### src/design/assert_macros.svh
// Assertion macros for the RTL files.
`ifndef ASSERT_MACROS_SVH
`define ASSERT_MACROS_SVH

// Same-cycle implication, sampled on i_clk, off during reset.
`define ASSERT_NOW(lbl, ante, cons, msg) \
    lbl: assert property (@(posedge i_clk) disable iff (!i_rst_n) (ante) |-> (cons)) \
        else $error(msg);

// Next-cycle implication, sampled on i_clk, off during reset.
`define ASSERT_NEXT(lbl, ante, cons, msg) \
    lbl: assert property (@(posedge i_clk) disable iff (!i_rst_n) (ante) |=> (cons)) \
        else $error(msg);

`endif

### src/design/mbdp_pkg.sv
// Types, constants and microcode table of the motion alert pulser.
package mbdp_pkg;

    localparam int CFG_IDX_W  = 3;
    localparam int CFG_DATA_W = 16;
    localparam int UPC_W      = 5;
    localparam int CNT_W      = 4;

    localparam logic [CFG_IDX_W-1:0] REG_DELTA_THRESHOLD  = 3'd0;
    localparam logic [CFG_IDX_W-1:0] REG_PULSE_LENGTH_MS  = 3'd1;
    localparam logic [CFG_IDX_W-1:0] REG_PULSE_PERIOD_MS  = 3'd2;
    localparam logic [CFG_IDX_W-1:0] REG_CONTINUOUS_MS    = 3'd3;
    localparam logic [CFG_IDX_W-1:0] REG_INITIAL_BASELINE = 3'd4;

    localparam logic [14:0] RST_DELTA_THRESHOLD  = 15'd2458;
    localparam logic [9:0]  RST_PULSE_LENGTH_MS  = 10'd120;
    localparam logic [10:0] RST_PULSE_PERIOD_MS  = 11'd300;
    localparam logic [10:0] RST_CONTINUOUS_MS    = 11'd250;
    localparam logic [15:0] RST_INITIAL_BASELINE = 16'd16384;

    localparam logic [7:0]  TRIGGER_COUNT = 8'd3;
    localparam logic [7:0]  COUNT_MAX     = 8'd255;

    // baseline average: divide by 1000, rounding offset 500
    localparam logic [37:0] AVG_ROUND   = 38'd500;
    localparam logic [37:0] AVG_CEIL    = 38'd999;
    localparam logic [11:0] DIV_K1      = 12'd1000;
    localparam logic [11:0] DIV_K2      = 12'd2000;
    localparam logic [11:0] DIV_K3      = 12'd3000;
    localparam logic [36:0] DEV_ROUND   = 37'h00_0008_0000;

    typedef enum logic [4:0] {
        OP_IDLE,
        OP_NOP,
        OP_SQ_X,
        OP_SQ_Y,
        OP_SQ_Z,
        OP_SQRT,
        OP_PREP1,
        OP_PREP2,
        OP_DIV,
        OP_BASE,
        OP_DEV1,
        OP_DEV2,
        OP_DEV3,
        OP_MOTION,
        OP_PEND,
        OP_REPEAT,
        OP_OUT
    } t_op;

    typedef enum logic [2:0] {
        C_NEXT,
        C_ALWAYS,
        C_NO_ACCEPT,
        C_NO_SAMPLE,
        C_LOOP,
        C_OUT_BUSY
    } t_cond;

    typedef struct packed {
        t_op              op;
        t_cond            cond;
        logic [UPC_W-1:0] target;
        logic             ld_cnt;
        logic [CNT_W-1:0] cnt;
    } t_ctrl;

    localparam logic [UPC_W-1:0] S_IDLE  = 5'd0;
    localparam logic [UPC_W-1:0] S_CHECK = 5'd1;
    localparam logic [UPC_W-1:0] S_SQ_X  = 5'd2;
    localparam logic [UPC_W-1:0] S_SQ_Y  = 5'd3;
    localparam logic [UPC_W-1:0] S_SQ_Z  = 5'd4;
    localparam logic [UPC_W-1:0] S_SQRT  = 5'd5;
    localparam logic [UPC_W-1:0] S_PREP1 = 5'd6;
    localparam logic [UPC_W-1:0] S_PREP2 = 5'd7;
    localparam logic [UPC_W-1:0] S_DIV   = 5'd8;
    localparam logic [UPC_W-1:0] S_BASE  = 5'd9;
    localparam logic [UPC_W-1:0] S_DEV1  = 5'd10;
    localparam logic [UPC_W-1:0] S_DEV2  = 5'd11;
    localparam logic [UPC_W-1:0] S_DEV3  = 5'd12;
    localparam logic [UPC_W-1:0] S_MOT   = 5'd13;
    localparam logic [UPC_W-1:0] S_PEND  = 5'd14;
    localparam logic [UPC_W-1:0] S_REP   = 5'd15;
    localparam logic [UPC_W-1:0] S_OUT   = 5'd16;
    localparam logic [UPC_W-1:0] S_BACK  = 5'd17;

    localparam logic [CNT_W-1:0] SQRT_LOOPS = 4'd15;
    localparam logic [CNT_W-1:0] DIV_LOOPS  = 4'd13;

    function automatic t_ctrl ucode(input logic [UPC_W-1:0] step);
        t_ctrl w;
        w.op     = OP_NOP;
        w.cond   = C_NEXT;
        w.target = S_IDLE;
        w.ld_cnt = 1'b0;
        w.cnt    = '0;
        case (step)
            S_IDLE: begin
                w.op     = OP_IDLE;
                w.cond   = C_NO_ACCEPT;
                w.target = S_IDLE;
            end
            S_CHECK: begin
                w.cond   = C_NO_SAMPLE;
                w.target = S_PEND;
            end
            S_SQ_X: w.op = OP_SQ_X;
            S_SQ_Y: w.op = OP_SQ_Y;
            S_SQ_Z: begin
                w.op     = OP_SQ_Z;
                w.ld_cnt = 1'b1;
                w.cnt    = SQRT_LOOPS;
            end
            S_SQRT: begin
                w.op     = OP_SQRT;
                w.cond   = C_LOOP;
                w.target = S_SQRT;
            end
            S_PREP1: w.op = OP_PREP1;
            S_PREP2: begin
                w.op     = OP_PREP2;
                w.ld_cnt = 1'b1;
                w.cnt    = DIV_LOOPS;
            end
            S_DIV: begin
                w.op     = OP_DIV;
                w.cond   = C_LOOP;
                w.target = S_DIV;
            end
            S_BASE: w.op = OP_BASE;
            S_DEV1: w.op = OP_DEV1;
            S_DEV2: w.op = OP_DEV2;
            S_DEV3: w.op = OP_DEV3;
            S_MOT:  w.op = OP_MOTION;
            S_PEND: w.op = OP_PEND;
            S_REP:  w.op = OP_REPEAT;
            S_OUT: begin
                w.op     = OP_OUT;
                w.cond   = C_OUT_BUSY;
                w.target = S_OUT;
            end
            S_BACK: begin
                w.cond   = C_ALWAYS;
                w.target = S_IDLE;
            end
            default: begin
                w.cond   = C_ALWAYS;
                w.target = S_IDLE;
            end
        endcase
        return w;
    endfunction

    function automatic logic [15:0] abs16(input logic [15:0] v);
        return v[15] ? 16'(~v + 16'd1) : v;
    endfunction

endpackage

### src/design/motion_bite_detector_pulser.sv
// Motion alert pulser: microcoded sequencer over a sqrt/divide datapath.
// Item with a sample: squares, sqrt, divide, baseline, deviation, motion, pulse, output.
// Item without a sample: pulse and output steps only. No accept until back in idle.
// Sampled-item time is set by the 16-step square root and the 14-step radix-4 divide.
// Synchronous active-low reset loads register defaults and the baseline from them.
`include "assert_macros.svh"

module motion_bite_detector_pulser (
    input  logic                              i_clk,
    input  logic                              i_rst_n,
    input  logic                              i_valid,
    output logic                              o_stall,
    input  logic [31:0]                       i_now_ms,
    input  logic                              i_sample_valid,
    input  logic signed [15:0]                i_accel_x,
    input  logic signed [15:0]                i_accel_y,
    input  logic signed [15:0]                i_accel_z,
    output logic                              o_valid,
    input  logic                              i_stall,
    output logic                              o_pulse_active,
    output logic                              o_pulse_started,
    output logic                              o_motion_flag,
    output logic [15:0]                       o_last_deviation,
    output logic [31:0]                       o_alerts_total,
    input  logic                              i_cfg_we,
    input  logic [mbdp_pkg::CFG_IDX_W-1:0]    i_cfg_index,
    input  logic [mbdp_pkg::CFG_DATA_W-1:0]   i_cfg_data
);
    import mbdp_pkg::*;

    t_ctrl              ctrl;

    logic [UPC_W-1:0]   r_upc, n_upc;
    logic [CNT_W-1:0]   r_cnt, n_cnt;

    logic [14:0]        r_thr, n_thr;
    logic [9:0]         r_len, n_len;
    logic [10:0]        r_period, n_period;
    logic [10:0]        r_cont, n_cont;
    logic [15:0]        r_init, n_init;

    logic [35:0]        r_acc, n_acc;
    logic [7:0]         r_count, n_count;
    logic               r_moving, n_moving;
    logic [31:0]        r_mst, n_mst;
    logic               r_pon, n_pon;
    logic [31:0]        r_pet, n_pet;
    logic [31:0]        r_pst, n_pst;
    logic [31:0]        r_alerts, n_alerts;
    logic [15:0]        r_devh, n_devh;
    logic               r_started, n_started;

    logic               r_ovalid, n_ovalid;
    logic               r_o_pon, n_o_pon;
    logic               r_o_started, n_o_started;
    logic               r_o_moving, n_o_moving;
    logic [15:0]        r_o_dev, n_o_dev;
    logic [31:0]        r_o_alerts, n_o_alerts;

    logic [31:0]        r_now, n_now;
    logic               r_sv, n_sv;
    logic [15:0]        r_x, n_x;
    logic [15:0]        r_y, n_y;
    logic [15:0]        r_z, n_z;
    logic [31:0]        r_sum, n_sum;
    logic [17:0]        r_rem, n_rem;
    logic [15:0]        r_root, n_root;
    logic [37:0]        r_t, n_t;
    logic               r_neg, n_neg;
    logic [9:0]         r_drem, n_drem;
    logic [27:0]        r_dsh, n_dsh;
    logic [27:0]        r_q, n_q;
    logic [35:0]        r_d, n_d;

    logic [15:0]        mul_a;
    logic [31:0]        sq;
    logic [19:0]        sqrt_cand, sqrt_trial;
    logic [11:0]        div_r12;
    logic [1:0]         div_digit;
    logic [11:0]        div_sub;
    logic [35:0]        m20;
    logic [37:0]        prep_u;
    logic [36:0]        dev_rnd;
    logic               do_begin;
    logic               motion_now;

    assign ctrl    = ucode(r_upc);
    assign o_stall = (ctrl.op != OP_IDLE);
    assign m20     = {r_root, 20'b0};

    always_comb begin
        case (ctrl.op)
            OP_SQ_X: mul_a = abs16(r_x);
            OP_SQ_Y: mul_a = abs16(r_y);
            default: mul_a = abs16(r_z);
        endcase
    end
    assign sq = 32'(mul_a) * 32'(mul_a);

    assign sqrt_cand  = {r_rem, r_sum[31:30]};
    assign sqrt_trial = {2'b00, r_root, 2'b01};

    assign div_r12 = {r_drem, r_dsh[27:26]};
    always_comb begin
        if (div_r12 >= DIV_K3) begin
            div_digit = 2'd3;
            div_sub   = DIV_K3;
        end else if (div_r12 >= DIV_K2) begin
            div_digit = 2'd2;
            div_sub   = DIV_K2;
        end else if (div_r12 >= DIV_K1) begin
            div_digit = 2'd1;
            div_sub   = DIV_K1;
        end else begin
            div_digit = 2'd0;
            div_sub   = 12'd0;
        end
    end

    assign prep_u     = r_t[37] ? (AVG_CEIL - r_t) : r_t;
    assign dev_rnd    = {1'b0, r_d} + DEV_ROUND;
    assign motion_now = (r_count >= TRIGGER_COUNT);

    always_comb begin
        n_upc       = r_upc + 5'd1;
        n_cnt       = r_cnt;
        n_thr       = r_thr;
        n_len       = r_len;
        n_period    = r_period;
        n_cont      = r_cont;
        n_init      = r_init;
        n_acc       = r_acc;
        n_count     = r_count;
        n_moving    = r_moving;
        n_mst       = r_mst;
        n_pon       = r_pon;
        n_pet       = r_pet;
        n_pst       = r_pst;
        n_alerts    = r_alerts;
        n_devh      = r_devh;
        n_started   = r_started;
        n_ovalid    = r_ovalid && i_stall;
        n_o_pon     = r_o_pon;
        n_o_started = r_o_started;
        n_o_moving  = r_o_moving;
        n_o_dev     = r_o_dev;
        n_o_alerts  = r_o_alerts;
        n_now       = r_now;
        n_sv        = r_sv;
        n_x         = r_x;
        n_y         = r_y;
        n_z         = r_z;
        n_sum       = r_sum;
        n_rem       = r_rem;
        n_root      = r_root;
        n_t         = r_t;
        n_neg       = r_neg;
        n_drem      = r_drem;
        n_dsh       = r_dsh;
        n_q         = r_q;
        n_d         = r_d;
        do_begin    = 1'b0;

        case (ctrl.cond)
            C_NEXT:      n_upc = r_upc + 5'd1;
            C_ALWAYS:    n_upc = ctrl.target;
            C_NO_ACCEPT: if (!i_valid) n_upc = ctrl.target;
            C_NO_SAMPLE: if (!r_sv) n_upc = ctrl.target;
            C_LOOP:      if (r_cnt != '0) n_upc = ctrl.target;
            C_OUT_BUSY:  if (r_ovalid && i_stall) n_upc = ctrl.target;
            default:     n_upc = S_IDLE;
        endcase
        if (ctrl.ld_cnt) begin
            n_cnt = ctrl.cnt;
        end else if (ctrl.cond == C_LOOP) begin
            n_cnt = r_cnt - 4'd1;
        end

        case (ctrl.op)
            OP_IDLE: begin
                if (i_valid) begin
                    n_now     = i_now_ms;
                    n_sv      = i_sample_valid;
                    n_x       = i_accel_x;
                    n_y       = i_accel_y;
                    n_z       = i_accel_z;
                    n_started = 1'b0;
                end
            end
            OP_SQ_X: begin
                n_sum  = sq;
                n_rem  = '0;
                n_root = '0;
            end
            OP_SQ_Y, OP_SQ_Z: n_sum = r_sum + sq;
            OP_SQRT: begin
                n_sum = {r_sum[29:0], 2'b00};
                if (sqrt_cand >= sqrt_trial) begin
                    n_rem  = 18'(sqrt_cand - sqrt_trial);
                    n_root = {r_root[14:0], 1'b1};
                end else begin
                    n_rem  = sqrt_cand[17:0];
                    n_root = {r_root[14:0], 1'b0};
                end
            end
            OP_PREP1: n_t = {2'b00, m20} - {2'b00, r_acc} + AVG_ROUND;
            OP_PREP2: begin
                n_neg  = r_t[37];
                n_drem = {1'b0, prep_u[36:28]};
                n_dsh  = prep_u[27:0];
                n_q    = '0;
            end
            OP_DIV: begin
                n_drem = 10'(div_r12 - div_sub);
                n_dsh  = {r_dsh[25:0], 2'b00};
                n_q    = {r_q[25:0], div_digit};
            end
            OP_BASE: n_acc = r_neg ? (r_acc - {8'b0, r_q}) : (r_acc + {8'b0, r_q});
            OP_DEV1: n_t = {2'b00, m20} - {2'b00, r_acc};
            OP_DEV2: n_d = r_t[37] ? 36'(38'd0 - r_t) : r_t[35:0];
            OP_DEV3: begin
                n_devh = dev_rnd[36] ? 16'hFFFF : dev_rnd[35:20];
                if (r_d >= {1'b0, r_thr, 20'b0}) begin
                    if (r_count != COUNT_MAX) n_count = r_count + 8'd1;
                end else if (r_count != 8'd0) begin
                    n_count = r_count - 8'd1;
                end
            end
            OP_MOTION: begin
                if (motion_now && !r_moving) begin
                    n_moving = 1'b1;
                    n_mst    = r_now;
                    do_begin = 1'b1;
                end else if (!motion_now && r_moving) begin
                    n_moving = 1'b0;
                end
            end
            OP_PEND: begin
                if (r_pon && !n_pet_diff_msb(r_now, r_pet)) n_pon = 1'b0;
            end
            OP_REPEAT: begin
                if (r_moving && ((r_now - r_mst) >= {21'b0, r_cont}) && !r_pon
                        && ((r_now - r_pst) >= {21'b0, r_period})) begin
                    do_begin = 1'b1;
                end
            end
            OP_OUT: begin
                if (!(r_ovalid && i_stall)) begin
                    n_ovalid    = 1'b1;
                    n_o_pon     = r_pon;
                    n_o_started = r_started;
                    n_o_moving  = r_moving;
                    n_o_dev     = r_devh;
                    n_o_alerts  = r_alerts;
                end
            end
            default: ;
        endcase

        if (do_begin) begin
            n_pon     = 1'b1;
            n_pst     = r_now;
            n_pet     = r_now + {22'b0, r_len};
            n_alerts  = r_alerts + 32'd1;
            n_started = 1'b1;
        end

        if (i_cfg_we) begin
            case (i_cfg_index)
                REG_DELTA_THRESHOLD: n_thr    = i_cfg_data[14:0];
                REG_PULSE_LENGTH_MS: n_len    = i_cfg_data[9:0];
                REG_PULSE_PERIOD_MS: n_period = i_cfg_data[10:0];
                REG_CONTINUOUS_MS:   n_cont   = i_cfg_data[10:0];
                REG_INITIAL_BASELINE: begin
                    n_init = i_cfg_data;
                    n_acc  = {i_cfg_data, 20'b0};
                end
                default: ;
            endcase
        end
    end

    // sign of the wrapped time difference now - end
    function automatic logic n_pet_diff_msb(input logic [31:0] now, input logic [31:0] pet);
        logic [31:0] diff;
        diff = now - pet;
        return diff[31];
    endfunction

    always_ff @(posedge i_clk) begin
        if (!i_rst_n) begin
            r_upc     <= S_IDLE;
            r_cnt     <= '0;
            r_thr     <= RST_DELTA_THRESHOLD;
            r_len     <= RST_PULSE_LENGTH_MS;
            r_period  <= RST_PULSE_PERIOD_MS;
            r_cont    <= RST_CONTINUOUS_MS;
            r_init    <= RST_INITIAL_BASELINE;
            r_acc     <= {RST_INITIAL_BASELINE, 20'b0};
            r_count   <= '0;
            r_moving  <= 1'b0;
            r_mst     <= '0;
            r_pon     <= 1'b0;
            r_pet     <= '0;
            r_pst     <= '0;
            r_alerts  <= '0;
            r_devh    <= '0;
            r_started <= 1'b0;
            r_ovalid  <= 1'b0;
        end else begin
            r_upc     <= n_upc;
            r_cnt     <= n_cnt;
            r_thr     <= n_thr;
            r_len     <= n_len;
            r_period  <= n_period;
            r_cont    <= n_cont;
            r_init    <= n_init;
            r_acc     <= n_acc;
            r_count   <= n_count;
            r_moving  <= n_moving;
            r_mst     <= n_mst;
            r_pon     <= n_pon;
            r_pet     <= n_pet;
            r_pst     <= n_pst;
            r_alerts  <= n_alerts;
            r_devh    <= n_devh;
            r_started <= n_started;
            r_ovalid  <= n_ovalid;
        end
    end

    always_ff @(posedge i_clk) begin
        r_o_pon     <= n_o_pon;
        r_o_started <= n_o_started;
        r_o_moving  <= n_o_moving;
        r_o_dev     <= n_o_dev;
        r_o_alerts  <= n_o_alerts;
        r_now       <= n_now;
        r_sv        <= n_sv;
        r_x         <= n_x;
        r_y         <= n_y;
        r_z         <= n_z;
        r_sum       <= n_sum;
        r_rem       <= n_rem;
        r_root      <= n_root;
        r_t         <= n_t;
        r_neg       <= n_neg;
        r_drem      <= n_drem;
        r_dsh       <= n_dsh;
        r_q         <= n_q;
        r_d         <= n_d;
    end

    assign o_valid          = r_ovalid;
    assign o_pulse_active   = r_o_pon;
    assign o_pulse_started  = r_o_started;
    assign o_motion_flag    = r_o_moving;
    assign o_last_deviation = r_o_dev;
    assign o_alerts_total   = r_o_alerts;

    `ASSERT_NEXT(a_accept_to_check, i_valid && !o_stall, r_upc == S_CHECK, "accept did not advance")
    `ASSERT_NOW(a_count_step, 1'b1, r_count == $past(r_count) || r_count == $past(r_count) + 8'd1 || r_count == $past(r_count) - 8'd1, "trigger count jumped")
    `ASSERT_NOW(a_onset_alert, $rose(r_moving), r_alerts == $past(r_alerts) + 32'd1, "onset without pulse")

endmodule
### config.mk
export PLATFORM = sky130hd
export DESIGN_NAME = motion_bite_detector_pulser
export DESIGN_NICKNAME = d
export VERILOG_FILES = /design/src/design/mbdp_pkg.sv /design/src/design/motion_bite_detector_pulser.sv
export VERILOG_INCLUDE_DIRS = /design/src /design/src/design
export SDC_FILE = /design/constraint.sdc
export NUM_CORES = 2
export LEC_CHECK = 0
export BUFFER_PORTS_ARGS = -buffer_cell sky130_fd_sc_hd__buf_4
export CAP_MARGIN = 5
export CORE_MARGIN = 1.5
export CORE_UTILIZATION = 64
export DETAILED_ROUTE_END_ITERATION = 10
export HOLD_SLACK_MARGIN = 0.02
export PLACE_DENSITY = 0.82
export SYNTH_ARGS = -nofsm -noshare
export SYNTH_HDL_FRONTEND = slang
export SYNTH_SLANG_ARGS = --single-unit
### constraint.sdc
create_clock -name i_clk -period 14.6 [get_ports i_clk]
set_input_delay 2.19 -clock i_clk [delete_from_list [all_inputs] [get_ports i_clk]]
set_output_delay 2.19 -clock i_clk [all_outputs]
set_load 0.05 [all_outputs]
==> Yosys cells after proc, flatten, opt, wreduce, memory -nomap -nowiden <==
Cells that the tools add are included.
{ "totals": {"register_bits": 587, "latch_bits": 0, "mem_bits_rw": 0, "romBits": 0, "in_bits": 105, "out_inout_bits": 53, "wordCells": 206, "n_memories": 0} }
{ "op_classes": {"n_addsub": 22, "n_mul": 1, "n_div": 0, "n_lt_le_gt_ge": 8, "n_eq_ne": 42, "n_shift": 0, "n_mux": 51, "bitwise_logic": 4, "n_reduce_logical": 42} }
{ "op_table": {"columns": ["operator", "count"], "rows": [
  ["36-bit 2-to-1 mux", 5],
  ["28-bit case mux with 2 select lines", 2],
  ["32-bit case mux with 3 select lines", 1],
  ["32-bit subtractor", 3],
  ["5-bit by 4-bit equality test with 1-bit output, second input constant", 16],
  ["5-bit case mux with 16 select lines", 1],
  ["38-bit case mux with 2 select lines", 1],
  ["32-bit by 11-bit greater-or-equal comparator with 1-bit output", 2],
  ["16-bit 2-to-1 mux", 4],
  ["16-bit case mux with 2 select lines", 2],
  ["16-bit by 1-bit adder with 16-bit output, second input constant", 3],
  ["16-bit inverter", 3],
  ["8-bit case mux with 6 select lines", 1],
  ["5-bit by 3-bit equality test with 1-bit output, second input constant", 8],
  ["38-bit by 9-bit adder with 38-bit output, second input constant", 1],
  ["36-bit by 20-bit adder with 37-bit output, second input constant", 1],
  ["37-bit 2-to-1 mux", 1],
  ["10-bit by 37-bit subtractor with 37-bit output, first input constant", 1],
  ["36-bit by 36-bit subtractor with 37-bit output", 1],
  ["36-bit by 28-bit adder with 36-bit output", 1],
  ["36-bit by 35-bit greater-or-equal comparator with 1-bit output", 1],
  ["18-bit case mux with 2 select lines", 1],
  ["1-bit by 36-bit subtractor with 36-bit output, first input constant", 1],
  ["36-bit by 28-bit subtractor with 36-bit output", 1],
  ["48 further kinds", 108]
]} }

==> Depth between registers and ports, before layout <==
{ "depth": {"depth_word": 9, "ltp_mapped": 49, "mapped_depth_nobuf": 44} }

==> Worst setup path before layout <==
Ideal clock, no wire load.
{ "synth_timing": {"path_kind": "flip-flop to flip-flop", "start": "reg r_upc[0]", "end": "reg r_sum[29], data pin", "setup_time_ns": 0.265, "t_arrival_ns": 10.414, "required_ns": 14.335, "slack_ns": 3.920, "stages_incl_launch_ff": 42, "path_buffers": 3, "period_less_slack_ns": 10.680, "path_cell_list": "dfxtp_1 > ha_1 > buf_2 > and3_1 > ha_1 > clkbuf_1 > o32ai_1 > and2_1 > nand3_1 > clkbuf_1 > o221ai_1 > inv_1 > nor2_1 > fa_1 > fa_1 > inv_1 > fa_1 > inv_1 > [6 not listed] > o21a_1 > o21a_1 > o21ai_0 > or3_1 > a311oi_1 > nor3_1 > xnor2_1 > ha_1 > a21o_1 > a21o_1 > a21o_1 > a2111oi_0 > nor3b_1 > a31oi_1 > nand2b_1 > a31oi_1 > nor4b_1 > or3_1"} }
{ "synth_between": {"elab_chain_cells": 7, "elab_cells_between_ends": 26, "cone_classes": "add/sub: 1; mul: 1; eq/ne: 19; mux: 3; reduce/logical: 2"} }
{ "synth_lines": {"columns": ["item", "line_no", "source"], "rows": [
  ["start: declaration", "motion_bite_detector_pulser.sv:33", "logic [UPC_W-1:0] r_upc, n_upc;"],
  ["start signal: assignment", "motion_bite_detector_pulser.sv:311", "r_upc <= n_upc;"],
  ["5-bit equality test (tied with other cells)", "mbdp_pkg.sv:98", "case (step)"],
  ["5-bit case mux with 16 select lines (*)", "mbdp_pkg.sv:98", null],
  ["5-bit by 2-bit equality test with 1-bit output", "motion_bite_detector_pulser.sv:92, motion_bite_detector_pulser.sv:179", null],
  ["16-bit case mux with 2 select lines", "motion_bite_detector_pulser.sv:92", "case (ctrl.op)"],
  ["16-bit by 16-bit multiplier with 32-bit output", "motion_bite_detector_pulser.sv:98", "assign sq = 32'(mul_a) * 32'(mul_a);"],
  ["32-bit adder", "motion_bite_detector_pulser.sv:195", "OP_SQ_Y, OP_SQ_Z: n_sum = r_sum + sq;"],
  ["32-bit case mux with 3 select lines (*)", "motion_bite_detector_pulser.sv:179", "case (ctrl.op)"],
  ["net n_sum[29]", "motion_bite_detector_pulser.sv:65", "logic [31:0] r_sum, n_sum;"],
  ["end signal: assignment", "motion_bite_detector_pulser.sv:343", "r_sum <= n_sum;"],
  ["end: declaration", "motion_bite_detector_pulser.sv:65", null]
]} }
The timed path passes the listed nets; every way through them passes the cells marked *.
A chain may end at the register's enable or synchronous reset.

==> Final worst setup path <==
{ "layout_timing": {"start": "reg r_upc[4]", "end": "reg r_sum[29], data pin"} }
Same word-level chain as after synthesis.

==> reports/results.md <==
| Quantity | This run |
| --- | --- |
| Run status | completed |
| HPWL Detailed | 80.9 mm |
| TritonRoute pass-1 iters | 5 |
| Post-layout minimum cycle time | 12.60 ns |
| Critical path arrival | 12.97 ns |
| Aggregate global routing overflow | 0 |
| Clock Tree Root | clkbuf_16 |
| Routed wirelength normalized by instance count | 18.0 µm |
| Number of vias per cell after detailed routing | 6.02 |
| Highest-count cells in the layout ignoring fill and taps | 526 x inv_1, 454 x nand2_1, 449 x nor2_1, 368 x ha_1, 340 x a21oi_1 |
| Post-synthesis share of cell area spent on and, or, nand and nor gates | 16.2% |
| Global-route wire length before repair | 175 mm |
| Count of filler cells inserted in the layout | 5,166 |
| Hold WC Path Type | register to register |
| Critical path launch point type | register |
| Distinct cells, synth | 95 |
| Sinks on Clock Net | 587 |
| Proportion of synthesized chip area in sequential cells | 33.9% |
| Register-to-Register Setup Slack | 2.00 ns |
| Count of hold-fix buffers inserted at cts | 0 |
| Initial detailed-routing violation count | 3,180 |
| Synthesized area per cell | 8.99 µm² |
| Floorplan row count | 96 |
| Via count of the first global-routing pass | 34.9k |
| Synth Area in Compound Gates | 15.9% |
| Accumulated negative setup slack | 0 ns |
| Post-synth ARST share | 0% |
| Setup repair after global routing missed its margin | no |
| Number of diodes added for antenna fixing | 0 |
| Max_slew headroom | 19.9% |
| Setup-failing EPs final | 0 |
| Antenna violations before repair | 3 |
| Height of the chip | 267 µm |
| Post-route ant nets | 0 |
| Xor-xnor portion of the synthesized cell area | 7.59% |
| Portion of the clock cycle consumed by the worst path in the final layout | 86.3% |
| Highest fanout seen on the critical path | 14 |
| Highest clock frequency the design can meet | 79.4 MHz |
| Number of buffers inserted by post-CTS setup repair | 0 |
| Total core area | 68,800 µm² |
| Number of resized instances in the post-cts repair step | 0 |
| Required time worst endpoint | 14.98 ns |
| Max-slew violation count | 0 |
| Area of the mapped netlist | 44,600 µm² |
| Dominant synthesized flop cell | edfxtp_1 |
| Number of enable-type register cells in the synthesized netlist | 339 |
| Most common cell after layout, fill and taps aside | inv_1 |
| Final hold vios | 0 |
| Overall via count from detail_route | 36.4k |
| Maximum number of pins on one net before global-route repair | 103 |
| Capturing element type of the critical path | register |
| Clock input transition at the sequential cells of the worst setup and hold paths | 0.06 ns |
| Total number of yosys warnings | 0 |
| Die extent in x | 267 µm |
| TritonCTS clock tree | yes |
| Count of maximum capacitance violations | 0 |
| Maximum root-to-sink buffer count | 3 |
| Number of synthesized register bits | 587 |
| DRC violation count after routing | 0 |
| Number of buffers inserted by port buffering | 157 |
| Worst path max stage delay | 0.88 ns |
| Routability-driven placement congestion ratio | 0.938 |
| Layout Skew | 0.0279 ns |
| Worst-case reg-to-reg path depth | 37 |
| P&R area growth vs syn | 9.51% |
| Hold depth | 0 |
| I/O pins | 158 |
| Multiplexer fraction of the synthesized cell area | 2.34% |
| TritonCTS Buffers | 68 |
| Layout net count | 5,700 |
| Layout cells sized above 1 | 7.25% |
| Initial core utilization | 64.9% |
| Worst Setup Path Type | register to register |
| Count of H-tree levels built during CTS | 3 |
| Library cell contributing the largest single delay on the critical path | o32ai_1 |
| Mapped Cells | 4,966 |
| Adder-cell share of the synthesized area | 17.8% |
| Combinational family with the most area after synthesis | adder cells |
| Source-to-sink clock delay at the later pin of the worst-skew pair | 0.64 ns |
| Wire length after detailed routing | 109 mm |
| Area of the die | 71,400 µm² |
| Total global-route track usage | 30.5% |
| Actual transition at the worst max-transition pin | 1.20 ns |
| Cell mode on critical path | fa_1 |
==> layout make-up <==
| class | count | area [µm²] | share of cell area [%] |
|---|---|---|---|
| flip-flops and latches | 587 | 15100 | 31.0 |
| clock inverters | 42 | 499 | 1.02 |
| repair buffers | 189 | 1420 | 2.90 |
| multi-input cells | 3683 | 26900 | 55.0 |
| inverters | 530 | 1990 | 4.08 |
| clock buffers | 84 | 1790 | 3.66 |
| well taps | 931 | 1160 | 2.38 |
==> registers in the layout, indices dropped and copies added (netlist names), 18 cells and up <==
signal / flops
r_rem: 18
r_pst: 32
r_dsh: 28
r_t: 38
r_pet: 32
r_q: 28
r_d: 36
o_alerts_total: 32
r_alerts: 32
r_mst: 32
r_now: 32
r_sum: 32
r_acc: 36
==> Yosys cell counts (93+ instances only) <==
cell type	count	area [µm²]
a21o_1	94	706
a21oi_1	342	1710
clkbuf_1	149	559
dfxtp_1	248	4960
edfxtp_1	339	10200
fa_1	168	3360
ha_1	368	4600
inv_1	526	1970
mux2i_1	93	931
nand2_1	454	1700
nand3_1	99	495
nor2_1	455	1710
nor3_1	106	531
o21ai_0	245	1230
xnor2_1	237	2080
xor2_1	150	1310
==> worst max-delay path, delay by kind of cell, from the launching register on <==
kind                       cells  cell delay, ns
and+or+nand+nor               11            3.14
adders and majority gates      9            3.90
xor gates and xnor gates       2            0.38
buffers and inverters          5            0.99
AOI/OAI and AO/OA             10            3.33
DFF                            1            0.59
==> through the flow <==
stage | utilization, % | hold WS (ns) | instance area, µm² | setup WS [ns] | std cells
finish | 71.0 | 0.424 | 48900 | 2.00 | 6046
global route | 71.0 | 0.433 | 48900 | 1.20 | 6046
CTS | 71.0 | 0.422 | 48900 | 2.21 | 6046
detailed placement | 67.7 | 0.408 | 46600 | 2.32 | 5920
global placement | 67.7 | 0.407 | 46600 | 2.78 | 5920
floorplan | - | 0.402 | 44700 | 3.92 | 4975
==> logic make-up after synthesis <==
| group | Yosys count |
|---|---|
| AOI/OAI and AO/OA | 1107 |
| muxes | 103 |
| other | 2 |
| adders and majority gates | 536 |
| and+or+nand+nor | 1539 |
| buffers and inverters | 705 |
| DFF | 587 |
| xor gates and xnor gates | 387 |
==> metal layers <==
metal  track usage, %  part of all wire, %
met1             40.2                   42
met2             50.7                   48
met3             5.09                  7.7
met4             10.4                  3.1
met5                0                0.010
==> final timing paths <==
check,endpoint,startpoint
setup / recovery,r_sum[29],r_upc[4]
hold / removal,o_last_deviation[0],r_devh[0]
setup reg to reg,r_sum[29],r_upc[4]
hold reg to reg,o_last_deviation[0],r_devh[0]
Power is left out: the tool's default activity adds up to more than one toggle a clock period on the data nets, which glitch-free logic cannot reach.
